<file path="config.mk">
export PLATFORM = sky130hd
export DESIGN_NAME = min_max_normalizer_top_flat
export DESIGN_NICKNAME = d
export VERILOG_FILES = /design/src/rtl/core/mmn_pkg.sv /design/src/rtl/core/mmn_ifs.sv /design/src/rtl/core/mmn_divider.sv /design/src/rtl/core/min_max_normalizer_top.sv /design/src/flat_wrapper.sv
export SDC_FILE = /design/constraint.sdc
export NUM_CORES = 1
export LEC_CHECK = 0
export BUFFER_PORTS_ARGS = -buffer_cell sky130_fd_sc_hd__buf_2
export CORE_UTILIZATION = 39
export DETAILED_ROUTE_END_ITERATION = 8
export PLACE_DENSITY_LB_ADDON = 0.1
export SYNTH_ARGS = -nofsm -noshare
export SYNTH_HDL_FRONTEND = slang
export SYNTH_SLANG_ARGS = --single-unit
</file>
<file path="constraint.sdc">
create_clock -name clk -period 5.8 [get_ports clk]
set_clock_uncertainty 0.1 [all_clocks]
set_input_delay 1.16 -clock clk [delete_from_list [all_inputs] [get_ports clk]]
set_output_delay 1.16 -clock clk [all_outputs]
set_load 0.005 [all_outputs]
</file>
<file path="src/rtl/core/mmn_pkg.sv">
// Shared constants, types and state codes of the min-max normalizer.
package mmn_pkg;

	localparam int SAMPLE_BITS = 16;
	localparam int FIELD_BITS = 16;
	localparam int QUO_BITS = 16;
	localparam int CNT_BITS = $clog2(QUO_BITS + 1);

	typedef logic [SAMPLE_BITS-1:0] sample_t;
	typedef logic [QUO_BITS-1:0] quo_t;
	typedef logic [FIELD_BITS-1:0] field_t;

	localparam logic OP_SCAN = 1'b0;
	localparam logic OP_NORMALIZE = 1'b1;

	localparam quo_t NORM_MAX = '1;

	typedef enum logic [1:0] {
		ST_IDLE,
		ST_DIVIDE,
		ST_DONE
	} state_t;

endpackage

</file>
<file path="src/rtl/core/mmn_ifs.sv">
// Valid/ready stream interfaces for the sample words and the result words.
interface mmn_in_if
	import mmn_pkg::*;
	();
	logic valid;
	logic ready;
	logic operation;
	field_t sample;
	logic last;

	modport source(output valid, output operation, output sample, output last, input ready);
	modport sink(input valid, input operation, input sample, input last, output ready);
endinterface

interface mmn_out_if
	import mmn_pkg::*;
	();
	logic valid;
	logic ready;
	field_t normalized;
	logic zero_range;
	logic out_of_range;
	logic column_end;

	modport source(output valid, output normalized, output zero_range, output out_of_range,
		output column_end, input ready);
	modport sink(input valid, input normalized, input zero_range, input out_of_range,
		input column_end, output ready);
endinterface

</file>
<file path="src/rtl/core/mmn_divider.sv">
// Restoring divider that produces one quotient bit per cycle, saturating at full scale.
module mmn_divider
	import mmn_pkg::*;
(
	input  logic    clk,
	input  logic    arst_n,
	input  logic    start,
	input  sample_t diff,
	input  sample_t divisor,
	output logic    done,
	output quo_t    quotient
);

	sample_t rem_q;
	logic [SAMPLE_BITS:0] rem_sh;
	logic [SAMPLE_BITS:0] rem_sub;
	sample_t divisor_q;
	quo_t quo_q;
	logic sat_q;
	logic busy_q;
	logic [CNT_BITS-1:0] count_q;
	logic fits;

	// The partial remainder stays below the divisor, so the shifted value fits one extra bit.
	assign rem_sh = {rem_q, 1'b0};
	assign rem_sub = rem_sh - {1'b0, divisor_q};
	assign fits = (rem_sh >= {1'b0, divisor_q});

	always_ff @(posedge clk or negedge arst_n) begin
		if (!arst_n) begin
			busy_q <= 1'b0;
			count_q <= '0;
		end else if (start) begin
			busy_q <= 1'b1;
			count_q <= CNT_BITS'(QUO_BITS);
		end else if (busy_q) begin
			count_q <= count_q - CNT_BITS'(1);
			if (count_q == CNT_BITS'(1)) begin
				busy_q <= 1'b0;
			end
		end
	end

	always_ff @(posedge clk) begin
		if (start) begin
			rem_q <= diff;
			divisor_q <= divisor;
			sat_q <= (diff == divisor);
			quo_q <= '0;
		end else if (busy_q) begin
			rem_q <= fits ? rem_sub[SAMPLE_BITS-1:0] : rem_sh[SAMPLE_BITS-1:0];
			quo_q <= {quo_q[QUO_BITS-2:0], fits};
		end
	end

	assign done = busy_q && (count_q == CNT_BITS'(1));
	// A sample equal to the maximum gives a quotient of exactly one, which clips.
	assign quotient = sat_q ? NORM_MAX : quo_q;

endmodule

</file>
<file path="src/rtl/core/min_max_normalizer_top.sv">
// Top level of the min-max normalizer: scan and normalize passes over one attribute column.
//
// Each column is streamed twice through the samples channel. A scan word (operation 0)
// updates the running minimum and maximum and is taken in the idle state; it produces no
// result word. A normalize word (operation 1) yields one result word holding
// floor((sample - min) * 65536 / (max - min)) as an unsigned Q0.16 fraction, clipped to
// 65535. A sample below the minimum gives 0 and sets out_of_range; a sample above the
// maximum gives 65535 and sets out_of_range. When the maximum does not exceed the minimum,
// including a column that was never scanned, the result is 0 with zero_range set. A
// normalize word with last set returns the running minimum and maximum to full scale and
// zero for the next column, and its result carries column_end. A normalize word that
// needs a division loads the bit-serial restoring divider at acceptance, which then
// develops one quotient bit per cycle; the result register loads once the divider is
// done and the output register is free, and only then is the input ready again. The
// other normalize words go to the done state at acceptance and load the result
// register from there once the output register is free; the input waits meanwhile.
// The result sits in an output register, so the next sample word is accepted while a
// result still waits to be taken; only a following normalize word that finishes
// before that result is taken stalls the input.
module min_max_normalizer_top
	import mmn_pkg::*;
(
	input logic clk,
	input logic arst_n,
	mmn_in_if.sink samples,
	mmn_out_if.source results
);

	state_t state_q;
	state_t state_d;

	sample_t min_q;
	sample_t max_q;
	sample_t s;
	sample_t diff;
	sample_t divisor;

	logic accept;
	logic out_free;
	logic div_start;
	logic div_done;
	logic load_out;
	quo_t div_quotient;

	logic cls_zr;
	logic cls_oor;
	logic cls_div;
	quo_t cls_norm;

	logic zr_q;
	logic oor_q;
	logic end_q;
	logic use_div_q;
	quo_t pend_norm_q;

	logic out_valid_q;
	quo_t out_norm_q;
	logic out_zr_q;
	logic out_oor_q;
	logic out_end_q;

	// The sample is narrowed or widened to the tracked width, which also masks it.
	assign s = SAMPLE_BITS'(samples.sample);
	assign diff = s - min_q;
	assign divisor = max_q - min_q;

	assign samples.ready = (state_q == ST_IDLE);
	assign accept = samples.valid && samples.ready;
	assign out_free = !out_valid_q || results.ready;

	// Sort the normalize word into its special cases; only in-range samples over a
	// positive range go through the divider.
	always_comb begin
		cls_zr = 1'b0;
		cls_oor = 1'b0;
		cls_div = 1'b0;
		cls_norm = '0;
		if (max_q < min_q) begin
			cls_zr = 1'b1;
		end else if (max_q == min_q) begin
			cls_zr = 1'b1;
			cls_oor = (s != min_q);
		end else if (s < min_q) begin
			cls_oor = 1'b1;
		end else if (s > max_q) begin
			cls_oor = 1'b1;
			cls_norm = NORM_MAX;
		end else begin
			cls_div = 1'b1;
		end
	end

	// Running extremes. The end of a column restores them at acceptance; the divider
	// takes its own copy of the operands at that same edge.
	always_ff @(posedge clk or negedge arst_n) begin
		if (!arst_n) begin
			min_q <= '1;
			max_q <= '0;
		end else if (accept) begin
			if (samples.operation == OP_SCAN) begin
				if (s > max_q) begin
					max_q <= s;
				end
				if (s < min_q) begin
					min_q <= s;
				end
			end else if (samples.last) begin
				min_q <= '1;
				max_q <= '0;
			end
		end
	end

	// Flags of the word in flight, held until the result register takes them.
	always_ff @(posedge clk) begin
		if (accept && (samples.operation == OP_NORMALIZE)) begin
			zr_q <= cls_zr;
			oor_q <= cls_oor;
			end_q <= samples.last;
			use_div_q <= cls_div;
			pend_norm_q <= cls_norm;
		end
	end

	mmn_divider u_divider (
		.clk      (clk),
		.arst_n   (arst_n),
		.start    (div_start),
		.diff     (diff),
		.divisor  (divisor),
		.done     (div_done),
		.quotient (div_quotient)
	);

	always_ff @(posedge clk or negedge arst_n) begin
		if (!arst_n) begin
			state_q <= ST_IDLE;
		end else begin
			state_q <= state_d;
		end
	end

	always_comb begin
		state_d = state_q;
		div_start = 1'b0;
		load_out = 1'b0;
		unique case (state_q)
			ST_IDLE: begin
				if (accept && (samples.operation == OP_NORMALIZE)) begin
					if (cls_div) begin
						div_start = 1'b1;
						state_d = ST_DIVIDE;
					end else begin
						state_d = ST_DONE;
					end
				end
			end
			ST_DIVIDE: begin
				if (div_done) begin
					state_d = ST_DONE;
				end
			end
			ST_DONE: begin
				if (out_free) begin
					load_out = 1'b1;
					state_d = ST_IDLE;
				end
			end
			default: begin
				state_d = ST_IDLE;
			end
		endcase
	end

	// Output register: holds a finished result word until the consumer takes it.
	always_ff @(posedge clk or negedge arst_n) begin
		if (!arst_n) begin
			out_valid_q <= 1'b0;
		end else if (load_out) begin
			out_valid_q <= 1'b1;
		end else if (results.ready) begin
			out_valid_q <= 1'b0;
		end
	end

	always_ff @(posedge clk) begin
		if (load_out) begin
			out_norm_q <= use_div_q ? div_quotient : pend_norm_q;
			out_zr_q <= zr_q;
			out_oor_q <= oor_q;
			out_end_q <= end_q;
		end
	end

	assign results.valid = out_valid_q;
	assign results.normalized = FIELD_BITS'(out_norm_q);
	assign results.zero_range = out_zr_q;
	assign results.out_of_range = out_oor_q;
	assign results.column_end = out_end_q;

	// A zero range always forces the fraction to zero.
	assert property (@(posedge clk) disable iff (!arst_n)
		(out_valid_q && out_zr_q) |-> (out_norm_q == '0))
		else $error("zero range result with nonzero fraction");

	// Out-of-range samples over a positive range are clipped to one end of the scale.
	assert property (@(posedge clk) disable iff (!arst_n)
		(out_valid_q && out_oor_q && !out_zr_q) |->
		((out_norm_q == '0) || (out_norm_q == NORM_MAX)))
		else $error("out-of-range result not clipped");

	// The divider only finishes while the controller is waiting for it.
	assert property (@(posedge clk) disable iff (!arst_n)
		div_done |-> (state_q == ST_DIVIDE))
		else $error("divider finished outside the divide state");

	// The end of a column restores the extremes for the next one.
	assert property (@(posedge clk) disable iff (!arst_n)
		(accept && (samples.operation == OP_NORMALIZE) && samples.last) |=>
		((min_q == '1) && (max_q == '0)))
		else $error("extremes not restored at end of column");

endmodule
</file>
<file path="src/flat_wrapper.sv">
// flat-port wrapper written by rule: the top's interface ports become plain ports
module min_max_normalizer_top_flat import mmn_pkg::*;
  (clk, arst_n, samples_valid, samples_operation, samples_sample, samples_last, samples_ready, results_valid, results_normalized, results_zero_range, results_out_of_range, results_column_end, results_ready);
  mmn_in_if samples_i ();
  mmn_out_if results_i ();
  input logic clk;
  input logic arst_n;
  input wire logic [$bits(samples_i.valid)-1:0] samples_valid;
  input wire logic [$bits(samples_i.operation)-1:0] samples_operation;
  input wire logic [$bits(samples_i.sample)-1:0] samples_sample;
  input wire logic [$bits(samples_i.last)-1:0] samples_last;
  output wire logic [$bits(samples_i.ready)-1:0] samples_ready;
  output wire logic [$bits(results_i.valid)-1:0] results_valid;
  output wire logic [$bits(results_i.normalized)-1:0] results_normalized;
  output wire logic [$bits(results_i.zero_range)-1:0] results_zero_range;
  output wire logic [$bits(results_i.out_of_range)-1:0] results_out_of_range;
  output wire logic [$bits(results_i.column_end)-1:0] results_column_end;
  input wire logic [$bits(results_i.ready)-1:0] results_ready;
  assign samples_i.valid = samples_valid;
  assign samples_i.operation = samples_operation;
  assign samples_i.sample = samples_sample;
  assign samples_i.last = samples_last;
  assign samples_ready = samples_i.ready;
  assign results_valid = results_i.valid;
  assign results_normalized = results_i.normalized;
  assign results_zero_range = results_i.zero_range;
  assign results_out_of_range = results_i.out_of_range;
  assign results_column_end = results_i.column_end;
  assign results_i.ready = results_ready;
  min_max_normalizer_top u_core (.clk(clk), .arst_n(arst_n), .samples(samples_i), .results(results_i));
endmodule
</file>
==> run_results.csv, run 1 <==
group,metric,value,unit
clock_tree,cts.clk_slew.worst_paths,60,ps
synth,ys_ff_latch,114,
clock_tree,postCtsSetupRepairBufs,0,
setup_path,crit_chain,"ha_1 -> inv_1 -> fa_1 -> a21oi_2 -> o221ai_2 -> a41o_2 -> nand3_1 -> a31o_1 -> and3b_2 -> nand2_4 -> clkinv_2 -> a211oi_1 -> a21oi_1",
timing,setup_viol,0,
setup_path,crit_fanout,60,
timing,worst_slew_pin_slew,1050,ps
synth,ys_seq_area_frac,0.413,
placed_design,hpwlAfterDp,13500,microns
timing,fmax,223,MHz
placed_design,gp_congestion,0.855,
setup_path,cp.arrival,4500,ps
cells_and_area,antenna_cells,0,
synth,yosysMostFrequentCell,"inv_1",
timing,tns,0,ps
clock_tree,clkSinkCount,114,
synth,syn_nets,836,
synth,yosys_most_used_dff,"edfxtp_1",
clock_tree,cts_hold_buf,0,
clock_tree,cts_buffers,17,
floorplanning,rows,50,
cells_and_area,multi_input_area,0.00398,sq mm
floorplanning,coreArea,0.0187,sq mm
timing,finalMaxSlewViolations,0,
placed_design,portBuffers,42,
cells_and_area,register_area,0.00308,sq mm
global_route,antenna_found_initial,0,
clock_tree,cts_tree,"yes",
clock_tree,ctsResizeCount,0,
setup_path,slowest_delay,700,ps
drt,drcViolationCount,0,
power,ir_drop,0.234,mV
clock_tree,clockBufferDepth,2,
flow_run,drv_cap,0,
synth,syn_inst,745,
setup_path,end_kind,"register",
synth,synth_commonest_cells,"70 x inv_1, 67 x nor2_1, 66 x ha_1",
drt,totalWireLength,17400,microns
timing,rsz0062_at_grt,"no",
drt,dr.pass1.iters,4,
synth,postSynthAreaPerCell,10.0,sq um
setup_path,required,5820,ps
clock_tree,clk_latency,420,ps
floorplanning,start_util,0.398,
placed_design,post_dp_cell_area,0.00784,sq mm
run_status,outcome,"finished clean",
worst_hold_path,holdCritPathClass,"register to register",
setup_path,cp-start-kind,"register",
setup_path,path_buf_inv,2,
synth,synth_cell_type_count,73,
floorplanning,die_height,140,microns
drt,vias,5521,
timing,fin_crit,4480,ps
setup_path,worst_path_max_delay_cell,"clkinv_2",
cells_and_area,stdcell_area,0.00844,sq mm
floorplanning,dieArea,0.0197,sq mm
drt,first_iter_violations,251,
synth,netlist.area_leader.share,0.230,
setup_path,setup.worst_path.class,"register to register",
drt,drtAntennaViolNets,0,
timing,finalHoldViolations,0,
setup_path,critPathTopFamily,"compound AO/OA/AOI/OAI gates",
power,powerDensity,648,mW/mm^2
synth,netlist_area,0.00745,sq mm
timing,relSlewSlack,0.298,
clock_tree,htree_levels,4,
global_route,first_global_vias,5550,
synth,synth.area.top_cells,"edfxtp_1 23%, ha_1 11%, dfrtp_1 8.4%, dfstp_2 5.6%, dfxtp_1 4.3%",
cells_and_area,area_growth,13.3,%
floorplanning,die_x,140,microns
drt,wl_per_cell,17.0,microns
synth,synth_edf_count,57,
clock_tree,cts-root-buf,"clkbuf_16",
synth,async_reset_ff_frac,0.360,
global_route,grt_use_total,0.186,
power,p_leak,3.68,nW
cells_and_area,final_nets,871,
global_route,grt_pass1_wl,28200,microns
global_route,gr-total-overflow,0,
drt,vias_per_cell,5.38,
synth,synth_top_area_cell,"edfxtp_1",
synth,yosys_warnings,0,
timing,finalCritPeriodShare,0.772,
global_route,grt_max_degree,61,
cells_and_area,drive_gt1_frac,0.140,
floorplanning,pin_count,43,
cells_and_area,fillers,1780,
-- final cells by class --
type,count,area share
clock buffers,17,0.0504
clock inverters,15,0.0202
inverters,71,0.0317
multi-input cells,532,0.472
flip-flops and latches,114,0.365
well taps,234,0.0347
repair buffers,44,0.0267
-- power breakdown --
group / switching, mW / leakage [nW] / internal [mW] / total [mW]
sequential: 0.217 / 1.15 / 1.29 / 1.51
combinational: 1.67 / 2.24 / 1.23 / 2.90
clock: 0.414 / 0.295 / 0.644 / 1.06
-- worst reg2reg max path, stage by stage, from the launching register on --
cell and delay, ps:
dfstp_2 560, ha_1 180, inv_1 60, fa_1 430
a21oi_2 220, o221ai_2 140, a41o_2 340, nand3_1 150
a31o_1 250, and3b_2 270, nand2_4 170, clkinv_2 700
a211oi_1 510, a21oi_1 90
-- stage by stage --
step                utilization  power, mW  cells  hold WS (ps)  worst slack (ps)
floorplan                     -       3.71    745           300              1950
detailed placement        0.419       4.41    995           311               949
global placement          0.419       4.39    995           305              1040
finish                    0.451       5.47   1027           325              1320
CTS                       0.451       5.51   1027           326              1290
global route              0.451       5.89   1027           330              1040
-- worst paths after layout --
path                                 start                   endpoint  slack [ps]  depth (start not counted)
setup / recovery           u_core.min_q[0]  u_core.u_divider.rem_q[8]        1320                         13
hold / removal                 u_core.zr_q  u_core.results.zero_range         320                          0
setup reg to reg           u_core.min_q[0]  u_core.u_divider.rem_q[8]        1320                         13
hold reg to reg                u_core.zr_q  u_core.results.zero_range         320                          0
max in group asynchronous           arst_n           u_core.max_q[12]        4220                          1
min in group asynchronous           arst_n            u_core.max_q[2]         780                          1
-- cell families after synthesis --
kind of cell / synth area share
flip-flops: 0.413
adder cells (fa/ha/maj): 0.119
buffers and inverters: 0.0526
AO/OA/AOI/OAI: 0.191
AND/OR/NAND/NOR: 0.132
XOR/XNOR: 0.0670
multiplexers: 0.0255
-- sequential cells by signal, indices dropped and copies added (netlist names), 2 cells and up --
| name | flops |
|---|---|
| u_core.results.normalized | 16 |
| u_core.u_divider.divisor_q | 16 |
| u_core.u_divider.quo_q | 16 |
| u_core.u_divider.count_q | 5 |
| u_core.state_q | 2 |
| u_core.u_divider.rem_q | 16 |
| u_core.min_q | 16 |
| u_core.max_q | 16 |
-- metal layers --
| metal | part of all wire | global-route usage | wire length (microns) |
|---|---|---|---|
| met1 | 0.49 | 0.243 | 8460 |
| met2 | 0.48 | 0.309 | 8280 |
| met3 | 0.027 | 0.0373 | 474 |
| met4 | 0.012 | 0.0590 | 212 |
| met5 | 0 | 0 | 0 |
-- cells in the final DEF, fill, tap and decap left out, drive strengths merged, types with 16 or more instances in the layout --
master  synthesis  final
nand2          26     26
a21o           20     20
xnor2          30     30
nor2           67     67
ha             66     66
clkbuf         18     17
mux2i          19     19
a211oi         16     16
dfrtp          25     25
buf            10     44
a21oi          46     46
edfxtp         57     57
inv            70     77
o22a           17     17
dfxtp          16     16
xor2           21     21
o21ai          42     42
dfstp          16     16
o21a           20     20
Power figures use the tool's default switching activity.
==> run 2: changes to the inputs <==
- clock period: 5.8 -> 3.75 ns (I/O delays scaled with it)
==> run 2 against run 1 <==
  * Via count rose by 0.87%
  * First-iteration DRC count up 15%
  * Register-to-register slack got worse by 1100 ps
  * Hold slack got worse by 5.2 ps
  * Total power increased by 54%
  * Combinational power is 58% higher
  * Count of clock-buffer cells in the layout increased by 3
  * Utilization increased by 0.55 points
  * Final area is 1.2% higher
  * Largest cell class unchanged
  * Largest power group unchanged
==> run_results.csv, run 2 (synthesis gave the netlist of run 1 again) <==
group,metric,value,unit
power,finalPower,8.44,mW
cells_and_area,antenna_cells,0,
cells_and_area,fillers,1754,
run_status,outcome,"finished clean",
clock_tree,cts_buffers,17,
worst_hold_path,min_from,"u_core.oor_q",
timing,fin_crit,3560,ps
cells_and_area,final_cell_mix,"70 x inv_1, 67 x nor2_1, 66 x ha_1",
setup_path,regToRegSetupSlack,190,ps
floorplanning,pin_count,43,
setup_path,rr_endpoint,"u_core.u_divider.rem_q[1]",
global_route,grt_pass1_wl,28700,microns
global_route,grt_max_degree,42,
setup_path,cp-start-kind,"register",
clock_tree,cts-root-buf,"clkbuf_16",
drt,dr.pass1.iters,5,
timing,worst_slack,189,ps
cells_and_area,final_cells,1043,
clock_tree,clk_latency,420,ps
power,p_leak,3.75,nW
timing,relSlewSlack,0.275,
clock_tree,clockBufferDepth,2,
drt,wl_per_cell,16.8,microns
timing,fmax,281,MHz
global_route,grt_use_total,0.188,
timing,finalMaxSlewViolations,0,
global_route,first_global_vias,5574,
setup_path,required,3800,ps
cells_and_area,drive_gt1_frac,0.155,
floorplanning,rows,50,
placed_design,hpwlAfterDp,13700,microns
timing,finalCritPeriodShare,0.950,
power,powerDensity,988,mW/mm^2
floorplanning,start_util,0.398,
worst_hold_path,holdCritPathClass,"register to register",
power,ir_drop,0.466,mV
cells_and_area,final_nets,887,
placed_design,post_dp_cell_area,0.00798,sq mm
setup_path,startpoint,"u_core.min_q[0]",
timing,worst_slew_pin_slew,1090,ps
drt,totalWireLength,17500,microns
timing,finalHoldViolations,0,
drt,drtAntennaViolNets,0,
timing,hold_slack,320,ps
placed_design,post-place-ws,-65.7,ps
clock_tree,cts_hold_buf,0,
setup_path,regToRegStartpoint,"u_core.min_q[0]",
drt,drcViolationCount,0,
clock_tree,htree_levels,4,
placed_design,dp.cells,1011,
cells_and_area,stdcell_area,0.00854,sq mm
clock_tree,postCtsSetupRepairBufs,0,
floorplanning,dieArea,0.0197,sq mm
timing,rsz0062_at_grt,"no",
drt,vias_per_cell,5.34,
cells_and_area,mostFrequentLayoutCell,"inv_1",
placed_design,portBuffers,42,
cells_and_area,area_growth,14.7,%
setup_path,end_kind,"register",
global_route,antenna_found_initial,0,
placed_design,gp_congestion,0.839,
clock_tree,cts.clk_slew.worst_paths,60,ps
clock_tree,cts_tree,"yes",
setup_path,setup.worst_path.class,"register to register",
clock_tree,clkSinkCount,114,
timing,setup_viol,0,
cells_and_area,multi_input_area,0.00398,sq mm
setup_path,reg2reg_depth,13,
clock_tree,ctsResizeCount,0,
flow_run,drv_cap,0,
setup_path,crit_fanout,21,
cells_and_area,register_area,0.00308,sq mm
drt,vias,5569,
floorplanning,die_x,140,microns
global_route,gr-total-overflow,0,
drt,first_iter_violations,289,
floorplanning,coreArea,0.0187,sq mm
floorplanning,die_height,140,microns
setup_path,cp.arrival,3610,ps
setup_path,cp-endpoint,"u_core.u_divider.rem_q[1]",
==> run 2: changes by cell type in the layout (fill, tap and decap cells not counted), sizes merged <==
cell | before | now
clkbuf | 17 | 20
clkinvlp | 0 | 1
clkinv | 7 | 9
bufinv | 2 | 1
inv | 77 | 72
buf | 44 | 60
==> run 2: layer usage <==
| metal | wire length [microns] | vias up | global-route usage |
|---|---|---|---|
| li1 | - | 2797 | - |
| met5 | 0 | - | 0 |
| met2 | 8540 | 87 | 0.316 |
| met1 | 8340 | 2675 | 0.244 |
| met3 | 471 | 10 | 0.0369 |
| met4 | 168 | 0 | 0.0590 |
==> run 2: where the power goes <==
group	internal (mW)	switching [mW]	total, mW	leakage [nW]
registers	1.99	0.334	2.33	1.15
clock network	0.950	0.590	1.54	0.280
logic	1.99	2.59	4.57	2.32
==> run 2: stage by stage <==
stage / utilization / TNS (ps)
CTS: 0.457 / 0
detailed placement: 0.426 / -65.7
floorplan: - / 0
finish: 0.457 / 0
global route: 0.457 / 0
global placement: 0.426 / -25.5
==> run 2: how the worst min path moves through the flow <==
stage,end,cells after the start
floorplan,u_core.results.column_end,0
global placement,u_core.results.out_of_range,0
detailed placement,u_core.results.out_of_range,0
CTS,u_core.results.out_of_range,0
global route,u_core.results.out_of_range,0
finish,u_core.results.out_of_range,0
==> run 2: area by class of cell <==
class / count / share of cell area
Multi-Input combinational cell: 532 / 0.466
Clock inverter: 12 / 0.0126
Inverter: 71 / 0.0314
Clock buffer: 20 / 0.0536
Tap cell: 234 / 0.0343
Timing Repair Buffer: 60 / 0.0419
Sequential cell: 114 / 0.360
==> run 2: worst max-delay path, stage by stage (launching register included) <==
cell and delay, ps:
dfstp_2 550, ha_1 170, inv_1 50, fa_1 430, a21oi_2 230, o221ai_2 140
a41o_2 350, nand3_1 130, a31o_1 180, and3b_2 240, nand2_4 60, clkinv_2 230
a211oi_1 330, a21oi_1 70
==> run 3: changes to the inputs <==
- CTS_BUF_LIST: unset -> sky130_fd_sc_hd__clkbuf_2
- PLACE_DENSITY_LB_ADDON: 0.1 -> unset
==> run 3 against run 2 <==
  * Sequential power is 3% lower
  * Total power fell by 8.7%
  * Register-to-register slack better by 20 ps
  * Die area is the same
==> run_results.csv, run 3 (synthesis gave the netlist of run 1 again) <==
group,metric,value,unit
setup_path,worst_path_max_delay_cell,"dfstp_2",
setup_path,crit_fanout,4,
drt,vias,5504,
clock_tree,postCtsSetupRepairBufs,0,
timing,relSlewSlack,0.346,
drt,drtAntennaViolNets,0,
timing,setup_viol,0,
floorplanning,start_util,0.398,
setup_path,end_kind,"register",
timing,finalCritPeriodShare,0.944,
global_route,antenna_found_initial,1,
floorplanning,die_x,140,microns
run_status,outcome,"finished clean",
drt,dr_wl_met2,7280,microns
power,ir_drop,0.411,mV
global_route,grt_pass1_wl,26900,microns
power,powerDensity,931,mW/mm^2
timing,tns,0,ps
cells_and_area,multi_input_area,0.00398,sq mm
floorplanning,pin_count,43,
cells_and_area,mostFrequentLayoutCell,"inv_1",
timing,worst_slew_pin_slew,981,ps
clock_tree,cts_hold_buf,0,
power,finalPower,7.71,mW
floorplanning,coreArea,0.0187,sq mm
drt,first_iter_violations,413,
setup_path,setup.worst_path.class,"register to register",
drt,drcViolationCount,0,
clock_tree,cts_tree,"yes",
setup_path,slowest_delay,590,ps
drt,dr.pass1.iters,5,
floorplanning,rows,50,
placed_design,portBuffers,42,
clock_tree,cts_buffers,17,
placed_design,post-place-ws,16.0,ps
setup_path,crit_chain,"ha_1 -> inv_1 -> fa_1 -> a21oi_2 -> o221ai_2 -> a41o_2 -> buf_4 -> a31oi_4 -> xnor2_1 -> xor2_1 -> nor4_2 -> nand4_1 -> nor4_2",
drt,wl_per_cell,15.6,microns
setup_path,path_buf_inv,2,
setup_path,startpoint,"u_core.min_q[0]",
setup_path,regToRegStartpoint,"u_core.min_q[0]",
drt,wl_met3,531,microns
drt,wl_met1,8150,microns
global_route,gr-total-overflow,0,
clock_tree,clockBufferDepth,2,
setup_path,critPathTopFamily,"compound AO/OA/AOI/OAI gates",
setup_path,required,4180,ps
cells_and_area,final_cells,1048,
drt,totalWireLength,16300,microns
setup_path,crit_top_cell,"nor4_2",
global_route,grt_use_total,0.175,
global_route,first_global_vias,5421,
timing,worst_slack,210,ps
cells_and_area,final_cell_mix,"70 x inv_1, 67 x nor2_1, 66 x ha_1",
clock_tree,clkSinkCount,114,
cells_and_area,stdcell_area,0.00828,sq mm
floorplanning,die_height,140,microns
setup_path,cp-start-kind,"register",
placed_design,gp_congestion,0.859,
clock_tree,ctsResizeCount,0,
flow_run,drv_cap,0,
clock_tree,htree_levels,4,
clock_tree,clk_latency,690,ps
placed_design,post_dp_cell_area,0.00802,sq mm
drt,dr.max_layer_used,"met4",
cells_and_area,register_area,0.00308,sq mm
drt,vias_per_cell,5.25,
timing,fin_crit,3540,ps
cells_and_area,area_growth,11.1,%
clock_tree,cts.clk_slew.worst_paths,200,ps
worst_hold_path,holdCritPathClass,"primary input to async pin",
floorplanning,dieArea,0.0197,sq mm
timing,rsz0062_at_grt,"no",
setup_path,cp.arrival,3970,ps
cells_and_area,fillers,1767,
cells_and_area,final_nets,891,
timing,finalMaxSlewViolations,0,
cells_and_area,drive_gt1_frac,0.161,
placed_design,dp.cells,1015,
placed_design,hpwlAfterDp,12600,microns
timing,finalHoldViolations,0,
global_route,grt_max_degree,42,
power,p_leak,3.65,nW
clock_tree,cts-root-buf,"clkbuf_2",
timing,fmax,282,MHz
## run 3: worst reg2reg max path: stages (launching register included)
cell and delay [ps]:
dfstp_2 590, ha_1 160, inv_1 50, fa_1 430, a21oi_2 250, o221ai_2 150
a41o_2 310, buf_4 160, a31oi_4 170, xnor2_1 180, xor2_1 130, nor4_2 310
nand4_1 150, nor4_2 250
## run 3: area by class of cell
cell class | instances | area share
multi-input combinational | 532 | 0.481
sequential | 114 | 0.372
timing repair buffer | 64 | 0.0484
tap | 234 | 0.0354
inverter | 71 | 0.0325
clock inverter | 15 | 0.0207
clock buffer | 17 | 0.0103
antenna | 1 | 0.000302
## run 3: per-layer routing
metal,vias to the layer above,track usage
met5,-,0
met4,0,0.0642
met3,20,0.0315
met2,98,0.280
met1,2575,0.237
li1,2811,-
## run 3: path summary, 6_finish.rpt
path                       slack, ps  cells past startpoint                     endpoint
setup / recovery                 210                     13       u_core.u_divider.sat_q
hold reg to reg                  340                      0  u_core.results.out_of_range
max in group asynchronous       2850                      1  u_core.u_divider.count_q[4]
min in group clk                 170                      1                 u_core.end_q
setup reg to reg                 210                     13       u_core.u_divider.sat_q
hold / removal                    80                      1              u_core.max_q[3]
## run 3: metrics by stage
stage,utilization,hold slack (ps)
6_report,0.443,78.6
2_1_floorplan,-,300
3_3_place_gp,0.429,304
5_1_grt,0.443,81.0
3_5_place_dp,0.429,305
4_1_cts,0.442,37.1
## run 3: where the power goes
part / total [mW] / leakage, nW / internal (mW) / switching, mW
clock network: 0.879 / 0.153 / 0.328 / 0.552
registers: 2.26 / 1.15 / 1.98 / 0.280
logic: 4.57 / 2.34 / 1.98 / 2.59
